## src/sv/pls_pkg.sv

```systemverilog
`timescale 1ns / 1ps

package pls_pkg;

   localparam int DEPTH  = 16;
   localparam int ADDR_W = $clog2(DEPTH);
   localparam int CNT_W  = $clog2(DEPTH + 1);
   localparam int DATA_W = 32;

   // request action codes
   localparam logic [2:0] ACT_PUSH_TAIL = 3'd0;
   localparam logic [2:0] ACT_PUSH_HEAD = 3'd1;
   localparam logic [2:0] ACT_INSERT    = 3'd2;
   localparam logic [2:0] ACT_POP_TAIL  = 3'd3;
   localparam logic [2:0] ACT_POP_HEAD  = 3'd4;
   localparam logic [2:0] ACT_REMOVE    = 3'd5;
   localparam logic [2:0] ACT_DUMP      = 3'd6;

   typedef enum logic [1:0] {
      ST_OK      = 2'd0,
      ST_INVALID = 2'd1,
      ST_EMPTY   = 2'd2,
      ST_FULL    = 2'd3
   } status_type;

   typedef enum logic [1:0] {
      S_IDLE,
      S_SHIFT,
      S_DUMP,
      S_REPLY
   } state_type;

   // memory port requests from the sequencer
   typedef struct packed {
      logic              rd_en;
      logic [ADDR_W-1:0] rd_addr;
      logic              wr_en;
      logic [ADDR_W-1:0] wr_addr;
      logic [DATA_W-1:0] wr_data;
   } ram_req_type;

   // load strobe and fields for the response register
   typedef struct packed {
      logic       load;
      status_type status;
      logic       last;
      logic       use_rdata;
   } resp_load_type;

endpackage

```

## src/sv/positional_list_store.sv

```systemverilog
`timescale 1ns / 1ps

// Positional list store: an ordered list of up to DEPTH signed 32-bit values.
// Request channel (req_*): action, value, position; a word is taken when
// req_valid is high and req_stall is low. req_stall is high while a request
// is being worked on; the block handles one request at a time.
// Response channel (rsp_*): status, count, element, last; a word is taken
// when rsp_valid is high and rsp_stall is low. Every request gives one
// word, except a dump of a non-empty list, which gives one word per element
// front to back with last set on the final one.
// Timing: entries move through the element RAM one per cycle with a single
// address stepper; a dump keeps one RAM read in flight per element.
// The response register lets the next request be taken while a word waits.
// When the receiver stalls, the held word stays put and the sequencer waits
// for the register to free before loading the next word.
// Reset (synchronous, active high) empties the list and drops any pending
// word; the element RAM itself is not cleared.

module positional_list_store import pls_pkg::*; (
   input  logic                     clock,
   input  logic                     reset,
   input  logic                     req_valid,
   output logic                     req_stall,
   input  logic [2:0]               req_action,
   input  logic signed [DATA_W-1:0] req_value,
   input  logic [7:0]               req_position,
   output logic                     rsp_valid,
   input  logic                     rsp_stall,
   output logic [1:0]               rsp_status,
   output logic [4:0]               rsp_count,
   output logic signed [DATA_W-1:0] rsp_element,
   output logic                     rsp_last
);

   ram_req_type       ram;
   resp_load_type     resp;
   logic [CNT_W-1:0]  count;
   logic [DATA_W-1:0] rd_data;
   logic              out_free;

   // response register
   logic              rsp_valid_ff, rsp_valid_in;
   logic [1:0]        rsp_status_ff, rsp_status_in;
   logic [4:0]        rsp_count_ff, rsp_count_in;
   logic [DATA_W-1:0] rsp_element_ff, rsp_element_in;
   logic              rsp_last_ff, rsp_last_in;

   // free when empty or when the held word leaves this cycle
   assign out_free = !rsp_valid_ff || !rsp_stall;

   pls_ctrl u_ctrl (
      .clock        (clock),
      .reset        (reset),
      .req_valid    (req_valid),
      .req_stall    (req_stall),
      .req_action   (req_action),
      .req_value    (req_value),
      .req_position (req_position),
      .out_free     (out_free),
      .rd_data      (rd_data),
      .ram          (ram),
      .resp         (resp),
      .count        (count)
   );

   pls_ram #(
      .DATA_W     (DATA_W),
      .ADDR_DEPTH (DEPTH)
   ) u_store (
      .clock   (clock),
      .wr_en   (ram.wr_en),
      .wr_addr (ram.wr_addr),
      .wr_data (ram.wr_data),
      .rd_en   (ram.rd_en),
      .rd_addr (ram.rd_addr),
      .rd_data (rd_data)
   );

   always_comb begin
      rsp_valid_in   = rsp_valid_ff;
      rsp_status_in  = rsp_status_ff;
      rsp_count_in   = rsp_count_ff;
      rsp_element_in = rsp_element_ff;
      rsp_last_in    = rsp_last_ff;
      if (resp.load) begin
         rsp_valid_in   = 1'b1;
         rsp_status_in  = resp.status;
         rsp_count_in   = 5'(count);
         rsp_element_in = resp.use_rdata ? rd_data : '0;
         rsp_last_in    = resp.last;
      end else if (!rsp_stall) begin
         rsp_valid_in = 1'b0;
      end
   end

   always_ff @(posedge clock) begin
      if (reset) begin
         rsp_valid_ff <= 1'b0;
      end else begin
         rsp_valid_ff <= rsp_valid_in;
      end
   end

   always_ff @(posedge clock) begin
      rsp_status_ff  <= rsp_status_in;
      rsp_count_ff   <= rsp_count_in;
      rsp_element_ff <= rsp_element_in;
      rsp_last_ff    <= rsp_last_in;
   end

   assign rsp_valid   = rsp_valid_ff;
   assign rsp_status  = rsp_status_ff;
   assign rsp_count   = rsp_count_ff;
   assign rsp_element = rsp_element_ff;
   assign rsp_last    = rsp_last_ff;

   a_hold_stalled: assert property (@(posedge clock) disable iff (reset)
      (rsp_valid && rsp_stall) |=> rsp_valid && $stable(rsp_element) && $stable(rsp_last))
      else $error("stalled response word changed");

   a_no_accept_busy: assert property (@(posedge clock) disable iff (reset)
      (req_valid && !req_stall) |=> req_stall)
      else $error("request taken while previous one in progress");

   a_last_ends: assert property (@(posedge clock) disable iff (reset)
      (rsp_valid && !rsp_stall && !rsp_last) |=> req_stall)
      else $error("request finished without a last word");

endmodule

```

## src/sv/pls_ram.sv

```systemverilog
`timescale 1ns / 1ps

module pls_ram #(
   parameter int DATA_W     = 32,
   parameter int ADDR_DEPTH = 16
) (
   input  logic                          clock,
   input  logic                          wr_en,
   input  logic [$clog2(ADDR_DEPTH)-1:0] wr_addr,
   input  logic [DATA_W-1:0]             wr_data,
   input  logic                          rd_en,
   input  logic [$clog2(ADDR_DEPTH)-1:0] rd_addr,
   output logic [DATA_W-1:0]             rd_data
);

   logic [DATA_W-1:0] mem_ff [ADDR_DEPTH];
   logic [DATA_W-1:0] rd_data_ff;

   always_ff @(posedge clock) begin
      if (wr_en) begin
         mem_ff[wr_addr] <= wr_data;
      end
      if (rd_en) begin
         rd_data_ff <= mem_ff[rd_addr];
      end
   end

   assign rd_data = rd_data_ff;

endmodule

```

## src/sv/pls_ctrl.sv

```systemverilog
`timescale 1ns / 1ps

module pls_ctrl import pls_pkg::*; (
   input  logic                clock,
   input  logic                reset,
   input  logic                req_valid,
   output logic                req_stall,
   input  logic [2:0]          req_action,
   input  logic [DATA_W-1:0]   req_value,
   input  logic [7:0]          req_position,
   input  logic                out_free,
   input  logic [DATA_W-1:0]   rd_data,
   output ram_req_type         ram,
   output resp_load_type       resp,
   output logic [CNT_W-1:0]    count
);

   state_type         state_ff, state_in;
   logic [CNT_W-1:0]  count_ff, count_in;
   logic [CNT_W-1:0]  rem_ff, rem_in;
   logic [ADDR_W-1:0] rd_addr_ff, rd_addr_in;
   logic [ADDR_W-1:0] wr_addr_ff, wr_addr_in;
   logic [ADDR_W-1:0] slot_ff, slot_in;
   logic [DATA_W-1:0] value_ff, value_in;
   status_type        status_ff, status_in;
   logic              insert_ff, insert_in;
   logic              up_ff, up_in;
   logic              pend_ff, pend_in;
   logic              pend_last_ff, pend_last_in;

   logic              req_accept;
   logic              full, empty;
   logic [8:0]        pos9, cnt9;
   status_type        dec_status;
   state_type         dec_next;
   logic              dec_insert;
   logic [ADDR_W-1:0] dec_slot;
   logic [CNT_W-1:0]  dec_moves;
   logic [ADDR_W-1:0] step;
   logic              shift_done;
   logic              dump_issue;

   assign req_stall  = (state_ff != S_IDLE);
   assign req_accept = req_valid && !req_stall;
   assign count      = count_ff;
   assign full       = (count_ff == CNT_W'(DEPTH));
   assign empty      = (count_ff == '0);
   assign pos9       = {1'b0, req_position};
   assign cnt9       = 9'(count_ff);
   // shared address stepper: +1 walking up, -1 walking down
   assign step       = up_ff ? ADDR_W'(1) : '1;
   assign shift_done = (rem_ff == '0) && !pend_ff;
   assign dump_issue = (rem_ff != '0) && !pend_ff && out_free;

   // request decode
   always_comb begin
      dec_status = ST_OK;
      dec_next   = S_REPLY;
      dec_insert = 1'b0;
      dec_slot   = '0;
      dec_moves  = '0;
      case (req_action)
         ACT_PUSH_TAIL: begin
            if (full) begin
               dec_status = ST_FULL;
            end else begin
               dec_next   = S_SHIFT;
               dec_insert = 1'b1;
               dec_slot   = ADDR_W'(count_ff);
            end
         end
         ACT_PUSH_HEAD: begin
            if (full) begin
               dec_status = ST_FULL;
            end else begin
               dec_next   = S_SHIFT;
               dec_insert = 1'b1;
               dec_moves  = count_ff;
            end
         end
         ACT_INSERT: begin
            if (pos9 == 9'd0 || pos9 > cnt9 + 9'd1) begin
               dec_status = ST_INVALID;
            end else if (full) begin
               dec_status = ST_FULL;
            end else begin
               dec_next   = S_SHIFT;
               dec_insert = 1'b1;
               dec_slot   = ADDR_W'(req_position - 8'd1);
               dec_moves  = count_ff - CNT_W'(req_position - 8'd1);
            end
         end
         ACT_POP_TAIL: begin
            if (empty) begin
               dec_status = ST_EMPTY;
            end else begin
               dec_next = S_SHIFT;
               dec_slot = ADDR_W'(count_ff - CNT_W'(1));
            end
         end
         ACT_POP_HEAD: begin
            if (empty) begin
               dec_status = ST_EMPTY;
            end else begin
               dec_next  = S_SHIFT;
               dec_moves = count_ff - CNT_W'(1);
            end
         end
         ACT_REMOVE: begin
            if (empty) begin
               dec_status = ST_EMPTY;
            end else if (pos9 == 9'd0 || pos9 > cnt9) begin
               dec_status = ST_INVALID;
            end else begin
               dec_next  = S_SHIFT;
               dec_slot  = ADDR_W'(req_position - 8'd1);
               dec_moves = count_ff - CNT_W'(req_position);
            end
         end
         ACT_DUMP: begin
            if (empty) begin
               dec_status = ST_EMPTY;
            end else begin
               dec_next  = S_DUMP;
               dec_moves = count_ff;
            end
         end
         default: begin
            dec_status = ST_OK;
         end
      endcase
   end

   // next state
   always_comb begin
      state_in = state_ff;
      case (state_ff)
         S_IDLE: begin
            if (req_accept) begin
               state_in = dec_next;
            end
         end
         S_SHIFT: begin
            if (shift_done) begin
               state_in = S_REPLY;
            end
         end
         S_DUMP: begin
            if (pend_ff && pend_last_ff) begin
               state_in = S_IDLE;
            end
         end
         S_REPLY: begin
            if (out_free) begin
               state_in = S_IDLE;
            end
         end
         default: begin
            state_in = S_IDLE;
         end
      endcase
   end

   // datapath, memory and response control
   always_comb begin
      count_in     = count_ff;
      rem_in       = rem_ff;
      rd_addr_in   = rd_addr_ff;
      wr_addr_in   = wr_addr_ff;
      slot_in      = slot_ff;
      value_in     = value_ff;
      status_in    = status_ff;
      insert_in    = insert_ff;
      up_in        = up_ff;
      pend_in      = pend_ff;
      pend_last_in = pend_last_ff;
      ram          = '0;
      ram.rd_addr  = rd_addr_ff;
      ram.wr_addr  = wr_addr_ff;
      ram.wr_data  = rd_data;
      resp         = '0;
      resp.status  = ST_OK;
      case (state_ff)
         S_IDLE: begin
            if (req_accept) begin
               status_in    = dec_status;
               insert_in    = dec_insert;
               slot_in      = dec_slot;
               rem_in       = dec_moves;
               value_in     = req_value;
               pend_in      = 1'b0;
               pend_last_in = 1'b0;
               if (dec_next == S_DUMP) begin
                  rd_addr_in = '0;
                  up_in      = 1'b1;
               end else if (dec_insert) begin
                  // shift entries toward the back, highest first
                  rd_addr_in = ADDR_W'(count_ff - CNT_W'(1));
                  wr_addr_in = ADDR_W'(count_ff);
                  up_in      = 1'b0;
               end else begin
                  // pull entries toward the front, lowest first
                  rd_addr_in = dec_slot + ADDR_W'(1);
                  wr_addr_in = dec_slot;
                  up_in      = 1'b1;
               end
            end
         end
         S_SHIFT: begin
            if (rem_ff != '0) begin
               ram.rd_en  = 1'b1;
               rd_addr_in = rd_addr_ff + step;
               rem_in     = rem_ff - CNT_W'(1);
            end
            pend_in = (rem_ff != '0);
            if (pend_ff) begin
               ram.wr_en  = 1'b1;
               wr_addr_in = wr_addr_ff + step;
            end
            if (shift_done) begin
               if (insert_ff) begin
                  ram.wr_en   = 1'b1;
                  ram.wr_addr = slot_ff;
                  ram.wr_data = value_ff;
                  count_in    = count_ff + CNT_W'(1);
               end else begin
                  count_in = count_ff - CNT_W'(1);
               end
            end
         end
         S_DUMP: begin
            // one read in flight; the response register is free when it lands
            if (dump_issue) begin
               ram.rd_en    = 1'b1;
               rd_addr_in   = rd_addr_ff + step;
               rem_in       = rem_ff - CNT_W'(1);
               pend_last_in = (rem_ff == CNT_W'(1));
            end
            pend_in        = dump_issue;
            resp.load      = pend_ff;
            resp.status    = ST_OK;
            resp.last      = pend_last_ff;
            resp.use_rdata = 1'b1;
         end
         S_REPLY: begin
            resp.load   = out_free;
            resp.status = status_ff;
            resp.last   = 1'b1;
         end
         default: begin
            pend_in = 1'b0;
         end
      endcase
   end

   always_ff @(posedge clock) begin
      if (reset) begin
         state_ff     <= S_IDLE;
         count_ff     <= '0;
         pend_ff      <= 1'b0;
         pend_last_ff <= 1'b0;
      end else begin
         state_ff     <= state_in;
         count_ff     <= count_in;
         pend_ff      <= pend_in;
         pend_last_ff <= pend_last_in;
      end
   end

   always_ff @(posedge clock) begin
      rem_ff     <= rem_in;
      rd_addr_ff <= rd_addr_in;
      wr_addr_ff <= wr_addr_in;
      slot_ff    <= slot_in;
      value_ff   <= value_in;
      status_ff  <= status_in;
      insert_ff  <= insert_in;
      up_ff      <= up_in;
   end

   a_count_bound: assert property (@(posedge clock) disable iff (reset)
      count_ff <= CNT_W'(DEPTH))
      else $error("element count above capacity");

   a_no_rw_clash: assert property (@(posedge clock) disable iff (reset)
      (ram.rd_en && ram.wr_en) |-> (ram.rd_addr != ram.wr_addr))
      else $error("shift reads and writes the same entry");

   a_count_step: assert property (@(posedge clock) disable iff (reset)
      (!$past(reset) && count_ff != $past(count_ff)) |->
      (count_ff == $past(count_ff) + CNT_W'(1) ||
       count_ff == $past(count_ff) - CNT_W'(1)))
      else $error("element count moved by more than one");

   a_load_free: assert property (@(posedge clock) disable iff (reset)
      resp.load |-> out_free)
      else $error("response loaded while output word held");

   a_dump_wait: assert property (@(posedge clock) disable iff (reset)
      (state_ff == S_DUMP && pend_ff) |=> !pend_ff || $past(out_free))
      else $error("dump read issued without room for the word");

endmodule

```

## config.mk

```make
export PLATFORM = sky130hd
export DESIGN_NAME = positional_list_store
export DESIGN_NICKNAME = d
export VERILOG_FILES = /design/src/sv/pls_pkg.sv /design/src/sv/positional_list_store.sv /design/src/sv/pls_ram.sv /design/src/sv/pls_ctrl.sv
export SDC_FILE = /design/constraint.sdc
export NUM_CORES = 1
export LEC_CHECK = 0
export BUFFER_PORTS_ARGS = -buffer_cell sky130_fd_sc_hd__buf_4
export CORE_MARGIN = 4
export CORE_UTILIZATION = 50
export CTS_BUF_LIST = sky130_fd_sc_hd__clkbuf_16
export DETAILED_ROUTE_END_ITERATION = 6
export PLACE_DENSITY = 0.76
export RECOVER_POWER = 25
export SYNTH_ARGS = -nofsm -noshare
export SYNTH_HDL_FRONTEND = slang
export SYNTH_HIERARCHICAL = 1
export SYNTH_SLANG_ARGS = --single-unit
```

## constraint.sdc

```tcl
create_clock -name clock -period 5.3 [get_ports clock]
set_input_delay 0 -clock clock [delete_from_list [all_inputs] [get_ports clock]]
set_output_delay 0 -clock clock [all_outputs]
set_load 0.01 [all_outputs]
```

======== Yosys cells after proc, flatten, opt, wreduce, memory -nomap -nowiden ========
Memories as Yosys holds them, arrays and structs flattened. A register that Yosys moved wholly into a read port is not among the register bits.
Cells that the tools add are included.
cells by class
  mux-type cells .......................... 71
  magnitude comparators ................... 2
  multipliers ............................. 0
  add/sub/neg operators ................... 10
  equal/unequal tests ..................... 21
  shift-type cells ........................ 0
  bitwise logic cells ..................... 0
  div/mod/pow operators ................... 0
  reductions and logical operators ........ 32
operators with widths
  operator             count
  $mux 37              3
  $mux 4               16
  $mux 5               11
  $mux 2               13
  $pmux 5 s5           1
  $ne 2x1->1 const B   8
  $pmux 2 s4           2
  $pmux 4 s2           2
  $pmux 4 s4           1
  $mux 1               15
  $pmux 5 s3           1
  $sub 5x1->5 const B  3
  $pmux 4 s3           1
  $reduce_and 4->1     3
  $logic_not 5->1      2
  $pmux 2 s5           1
  $sub 5x5->5          2
  $eq 3x3->1 const B   3
  $logic_not 9->1      1
  $add 4x4->4          2
  $gt 8x5->1           1
  $gt 8x6->1           1
  $add 5x1->6 const B  1
  $eq 2x2->1 const B   3
  other kinds (22)     39
storage, ports and cells
  memories ................................ 1
  word-level logic and storage cells ...... 154
  memory bits (read-only) ................. 0
  register bits after elaboration ......... 103
  memory bits (writable) .................. 512
  output and inout port bits .............. 42
  latch bits .............................. 0
  input port bits ......................... 47
memories
  name            depth  bits a word  rd ports  clocked after Yosys merged registers in  write ports  RTL line       source
  u_store.mem_ff  16     32           1         1                                        1            pls_ram.sv:16  logic [DATA_W-1:0] mem_ff [ADDR_DEPTH];

======== Longest topological paths before layout ========
  depth in word-level cells ............... 10
  depth in mapped cells ................... 15
  gate-level depth less buffers ........... 14

======== By module ========
Netlist, hierarchy kept.
by module, submodules not included
  module                 cells an instance  times used  area each (um^2)  sequential area each (um^2)
  pls_ram                838                1           20,155.6          16,335.7
  pls_ctrl               420                1           4,428.0           1,771.7
  positional_list_store  79                 1           1,488.9           1,221.2

======== Worst setup path before layout ========
No wires, ideal clock.
  kind .................................... register -> register
  start ................................... reg u_ctrl.rem_ff[0]
  end ..................................... mem u_store.mem_ff[0][0] (enable)
  data required time ...................... 4,839 ps
  arrival time ............................ 4,615 ps
  stages on the path, launching flop included .. 12
  path slack .............................. 224 ps
  setup time .............................. 461 ps
  clock period less this slack ............ 5,076 ps
  buffers on the path ..................... 2
  cell sequence ........................... edfxtp_1 -> inv_1 -> ha_1 -> nand2_1 -> nor2_1 -> and2_1 -> buf_2 -> nand2_1 -> buf_2 -> mux2_2 -> or3b_2 -> nor3_1
RTL lines
  element                 RTL line         source
  from (decl)             pls_ctrl.sv:20   logic [CNT_W-1:0] rem_ff, rem_in;
  from (signal assigned)  pls_ctrl.sv:271  rem_ff <= rem_in;
  to (decl)               pls_ram.sv:16

======== Final worst setup path ========
  start ................................... reg u_ctrl.count_ff[2] (netlist: u_ctrl/count[2])
  end ..................................... reg u_ctrl.rd_addr_ff[1] (data pin)
on the way
  word-level cells in the longest chain between the ends .. 10
  elaborated cells between the ends (all ways) .. 30
  those cells by class .................... add/sub: 2; order compare: 2; eq/ne: 2; mux: 21; reduce/logical: 3
ends and longest elaborated chain
  element                                         RTL line                         source
  from (decl)                                     pls_ctrl.sv:19                   logic [CNT_W-1:0] count_ff, count_in;
  from (signal assigned)                          pls_ctrl.sv:264                  count_ff <= count_in;
  $add 5x1->6 or $gt 8x5->1 (tied branches)       pls_ctrl.sv:82, pls_ctrl.sv:112
  $gt 8x6->1 or $logic_or 1x1->1 (tied branches)  pls_ctrl.sv:82, pls_ctrl.sv:112
  $logic_or 1x1->1 or $mux 4 (tied branches)      pls_ctrl.sv:82, pls_ctrl.sv:112
  $mux 4 (on tied branches)                       pls_ctrl.sv:82, pls_ctrl.sv:110
  $pmux 4 s4 *                                    pls_ctrl.sv:62                   case (req_action)
  named net u_ctrl.dec_slot[0]                    pls_ctrl.sv:37                   logic [ADDR_W-1:0] dec_slot;
  $add 4x1->4 *                                   pls_ctrl.sv:203                  rd_addr_in = dec_slot + ADDR_W'(1);
  $mux 4 *                                        pls_ctrl.sv:196                  end else if (dec_insert) begin
  $mux 4 *                                        pls_ctrl.sv:193                  if (dec_next == S_DUMP) begin
  $mux 4 *                                        pls_ctrl.sv:185                  if (req_accept) begin
  $pmux 4 s3 *                                    pls_ctrl.sv:183                  case (state_ff)
  named net u_ctrl.rd_addr_in[1]                  pls_ctrl.sv:21                   logic [ADDR_W-1:0] rd_addr_ff, rd_addr_in;
  to (signal assigned)                            pls_ctrl.sv:272                  rd_addr_ff <= rd_addr_in;
  to (decl)                                       pls_ctrl.sv:21
Mark *: on every way through the listed nets, which the timed path passes. The rest lies on a longest branch. The select of a mux whose other input is x is not followed.
A chain may end at the register's enable or synchronous reset.

==> impl_metrics.json <==
{
  "rr_startpoint": "u_ctrl/count[2]",
  "diodes": 0,
  "synth_top_area_cell": "edfxtp_1",
  "die_area_mm2": 0.0559,
  "drt_iter0_drc": 1424,
  "io_buffers": 88,
  "rr_endpoint": "u_ctrl/rd_addr_ff[1]",
  "layout-drive-gt1-share_pct": 25.1,
  "clk_latency_ns": 0.58,
  "synthesis.yosys.warnings": 6,
  "cp_common_cell": "ha_1",
  "die_h_um": 236,
  "syn_nets": 1420,
  "antenna_left": 0,
  "nets": 1583,
  "gr-total-overflow": 0,
  "antenna_found_initial": 1,
  "io_pins": 89,
  "setup_viol": 0,
  "min_period_ns": 4.27,
  "grt_pass1_vias": 13700,
  "cp-endpoint": "u_ctrl/rd_addr_ff[1]",
  "final_cell_mix": "637 x edfxtp_1, 128 x mux4_2, 69 x clkbuf_16",
  "cp_data_required_time_ns": 5.61,
  "violations": "capacitance limit, slew limit",
  "rsz0062_at_grt": "false",
  "cts_max_path_buffers": 3,
  "ys_types": 69,
  "drtPass1Iterations": 7,
  "yosys-top-cells-area": "edfxtp_1 73%, mux4_2 11%, a22oi_1 1.9%",
  "synth-seq-cells": 647,
  "path_max_fanout": 14,
  "slew_headroom_pct": -101,
  "synthToLayoutAreaGrowth_pct": 15.0,
  "p_leak_nw": 9.86,
  "num_rows": 83,
  "grt_pass1_wl_um": 87600,
  "synth.avg_cell_area_um2": 19.5,
  "yosysTopAreaCellShare_pct": 73.4,
  "start_util_pct": 50.6,
  "cts_root_buf": "clkbuf_16",
  "start_kind": "flip-flop",
  "critPathSlowestCell": "clkbuf_1",
  "hold_violations": 0,
  "setup_slack_ns": 1.03,
  "dr_total_vias": 13500,
  "avgViaCountPerCell": 6.05,
  "n_fill_cell": 3779,
  "pwr_density_cell_mw_per_mm2": 499,
  "cp_slowest_stage_delay_ns": 0.62,
  "startpoint": "u_ctrl/count[2]",
  "core_mm2": 0.0515,
  "wl_per_cell_um": 25.8,
  "tightest_slew_ns": 3.02,
  "cts.clk_slew.worst_paths_ns": 0.06,
  "hold_class": "in -> reg",
  "fin_skew_ns": 0.0272,
  "gr-usage-all-layers_pct": 20.6,
  "fin_setup_tns_ns": 0,
  "ys_seq_area_share_pct": 74.1,
  "pre_cts_ws_ns": 1.46,
  "post-route-period-util_pct": 80.5,
  "cts_resized": 0,
  "clkSinkCount": 647,
  "syn-cell-area_mm2": 0.0261,
  "cts_tree": "yes",
  "drv_slew": 171,
  "path_cells": "clkbuf_1 > inv_1 > nor3_1 > nand3_1 > ha_1 > and4bb_2 > nand2b_1 > a211oi_1 > o21bai_2 > o21ai_0 > ha_1 > nand2_1 > o21ai_1 > a22o_1",
  "numCtsBuffers": 67,
  "drc_errors": 0,
  "drv_cap": 4,
  "ir_drop_mv": 0.282,
  "synthFlopType": "edfxtp_1",
  "r2r_setup_slack_ns": 1.03,
  "worstRegToRegCells": 14,
  "timing.fmax_mhz": 234,
  "crit_type": "reg -> reg",
  "die_x_um": 236,
  "wl_um": 57400,
  "async_reset_ff_share_pct": 0,
  "worst_ep_arrival_time_ns": 4.58,
  "crit_path_end_kind": "flip-flop",
  "grt_max_degree": 58,
  "layout_commonest_cell": "edfxtp_1",
  "dpl.hpwl_um": 33200,
  "status": "finished with violations",
  "gp_congestion": 0.897,
  "synth-edff-count": 637,
  "synth_cells": 1337,
  "cts.htree.levels": 3
}
stage by stage:
step	area, um^2	total power [mW]	instances	util (%)	hold slack (ns)
3_5_place_dp	27700	10.5	2073	53.8	0.179
6_report	30000	15.0	2224	58.2	0.0603
3_3_place_gp	27700	10.4	2073	53.8	0.180
4_1_cts	30200	15.1	2224	58.6	0.0382
2_1_floorplan	26100	9.30	1337	-	0.0724
5_1_grt	30000	15.6	2224	58.2	0.0772
cells by family after synthesis:
group,count (synthesis),synth area share (%)
DFF,647,74.1
and+or+nand+nor,200,4.16
muxes,173,13.0
AOI/OAI and AO/OA,165,4.48
buffers and inverters,90,1.56
adders and majority gates,36,1.84
xor gates and xnor gates,26,0.873
cell type report:
cell class                 count  area, um^2  area share [%]
clock buffer                  69        1730            5.76
clock inverter                44         380            1.27
inverter                      26         100           0.334
multi-input combinational    600        6470            21.6
sequential                   647       19300            64.5
tap                          680         851            2.84
timing repair buffer         158        1120            3.75
worst min-delay path by stage:
stage,startpoint,endpoint,cells past startpoint
floorplan,reset,rsp_valid,1
global placement,req_value[29],u_ctrl/value_ff[29],1
detailed placement,req_value[5],u_ctrl/value_ff[5],1
CTS,req_action[1],u_ctrl/status_ff[1],4
global route,req_action[1],u_ctrl/status_ff[1],4
finish,req_action[1],u_ctrl/status_ff[0],4
registers in the layout (all words and copies together) (netlist names), 4 cells and up:
register           cells
u_store/mem_ff       512
rsp_element           32
u_ctrl/value_ff       32
u_store/rd_data       32
rsp_count              5
u_ctrl/count           5
u_ctrl/rem_ff          5
u_ctrl/rd_addr_ff      4
u_ctrl/slot_ff         4
u_ctrl/wr_addr_ff      4
layer usage:
metal / global-route usage, % / part of all wire, % / up-vias
met4: 5.56 / 2.4 / 0
met2: 33.1 / 49 / 622
met5: 0 / 0 / -
met3: 3.71 / 7.4 / 95
li1: - / - / 5765
met1: 29.5 / 41 / 6980
Yosys cell counts, drive strengths merged (6+ instances only):
cell type,instances
edfxtp,637
mux4,128
a22oi,66
nand2,60
nor2,40
and2,39
buf,36
mux2,36
ha,32
clkbuf,28
o21ai,28
inv,26
a21oi,24
xnor2,20
nor3,18
dfxtp,10
a21o,9
mux2i,9
nor2b,9
nand2b,7
xor2,6
power breakdown:
| group | internal (mW) | total [mW] | switching (mW) |
|---|---|---|---|
| Sequential | 6.48 | 6.72 | 0.234 |
| Combinational | 1.50 | 3.72 | 2.22 |
| Clock | 2.69 | 4.53 | 1.84 |
worst max-delay path: cells and delay by family, from the launching register on:
family          cells  cell delay (ns)
buf+inv             2             0.86
flops               1             0.30
compound gates      5             1.23
fa+ha+maj           2             0.63
simple gates        5             0.99
what timing repair did:
item,CTS,global route
endpoints found under the hold margin,45,0
hold buffers,38,0
buffers inserted,0,0
No activity file was read; power rests on OpenSTA's default activity.
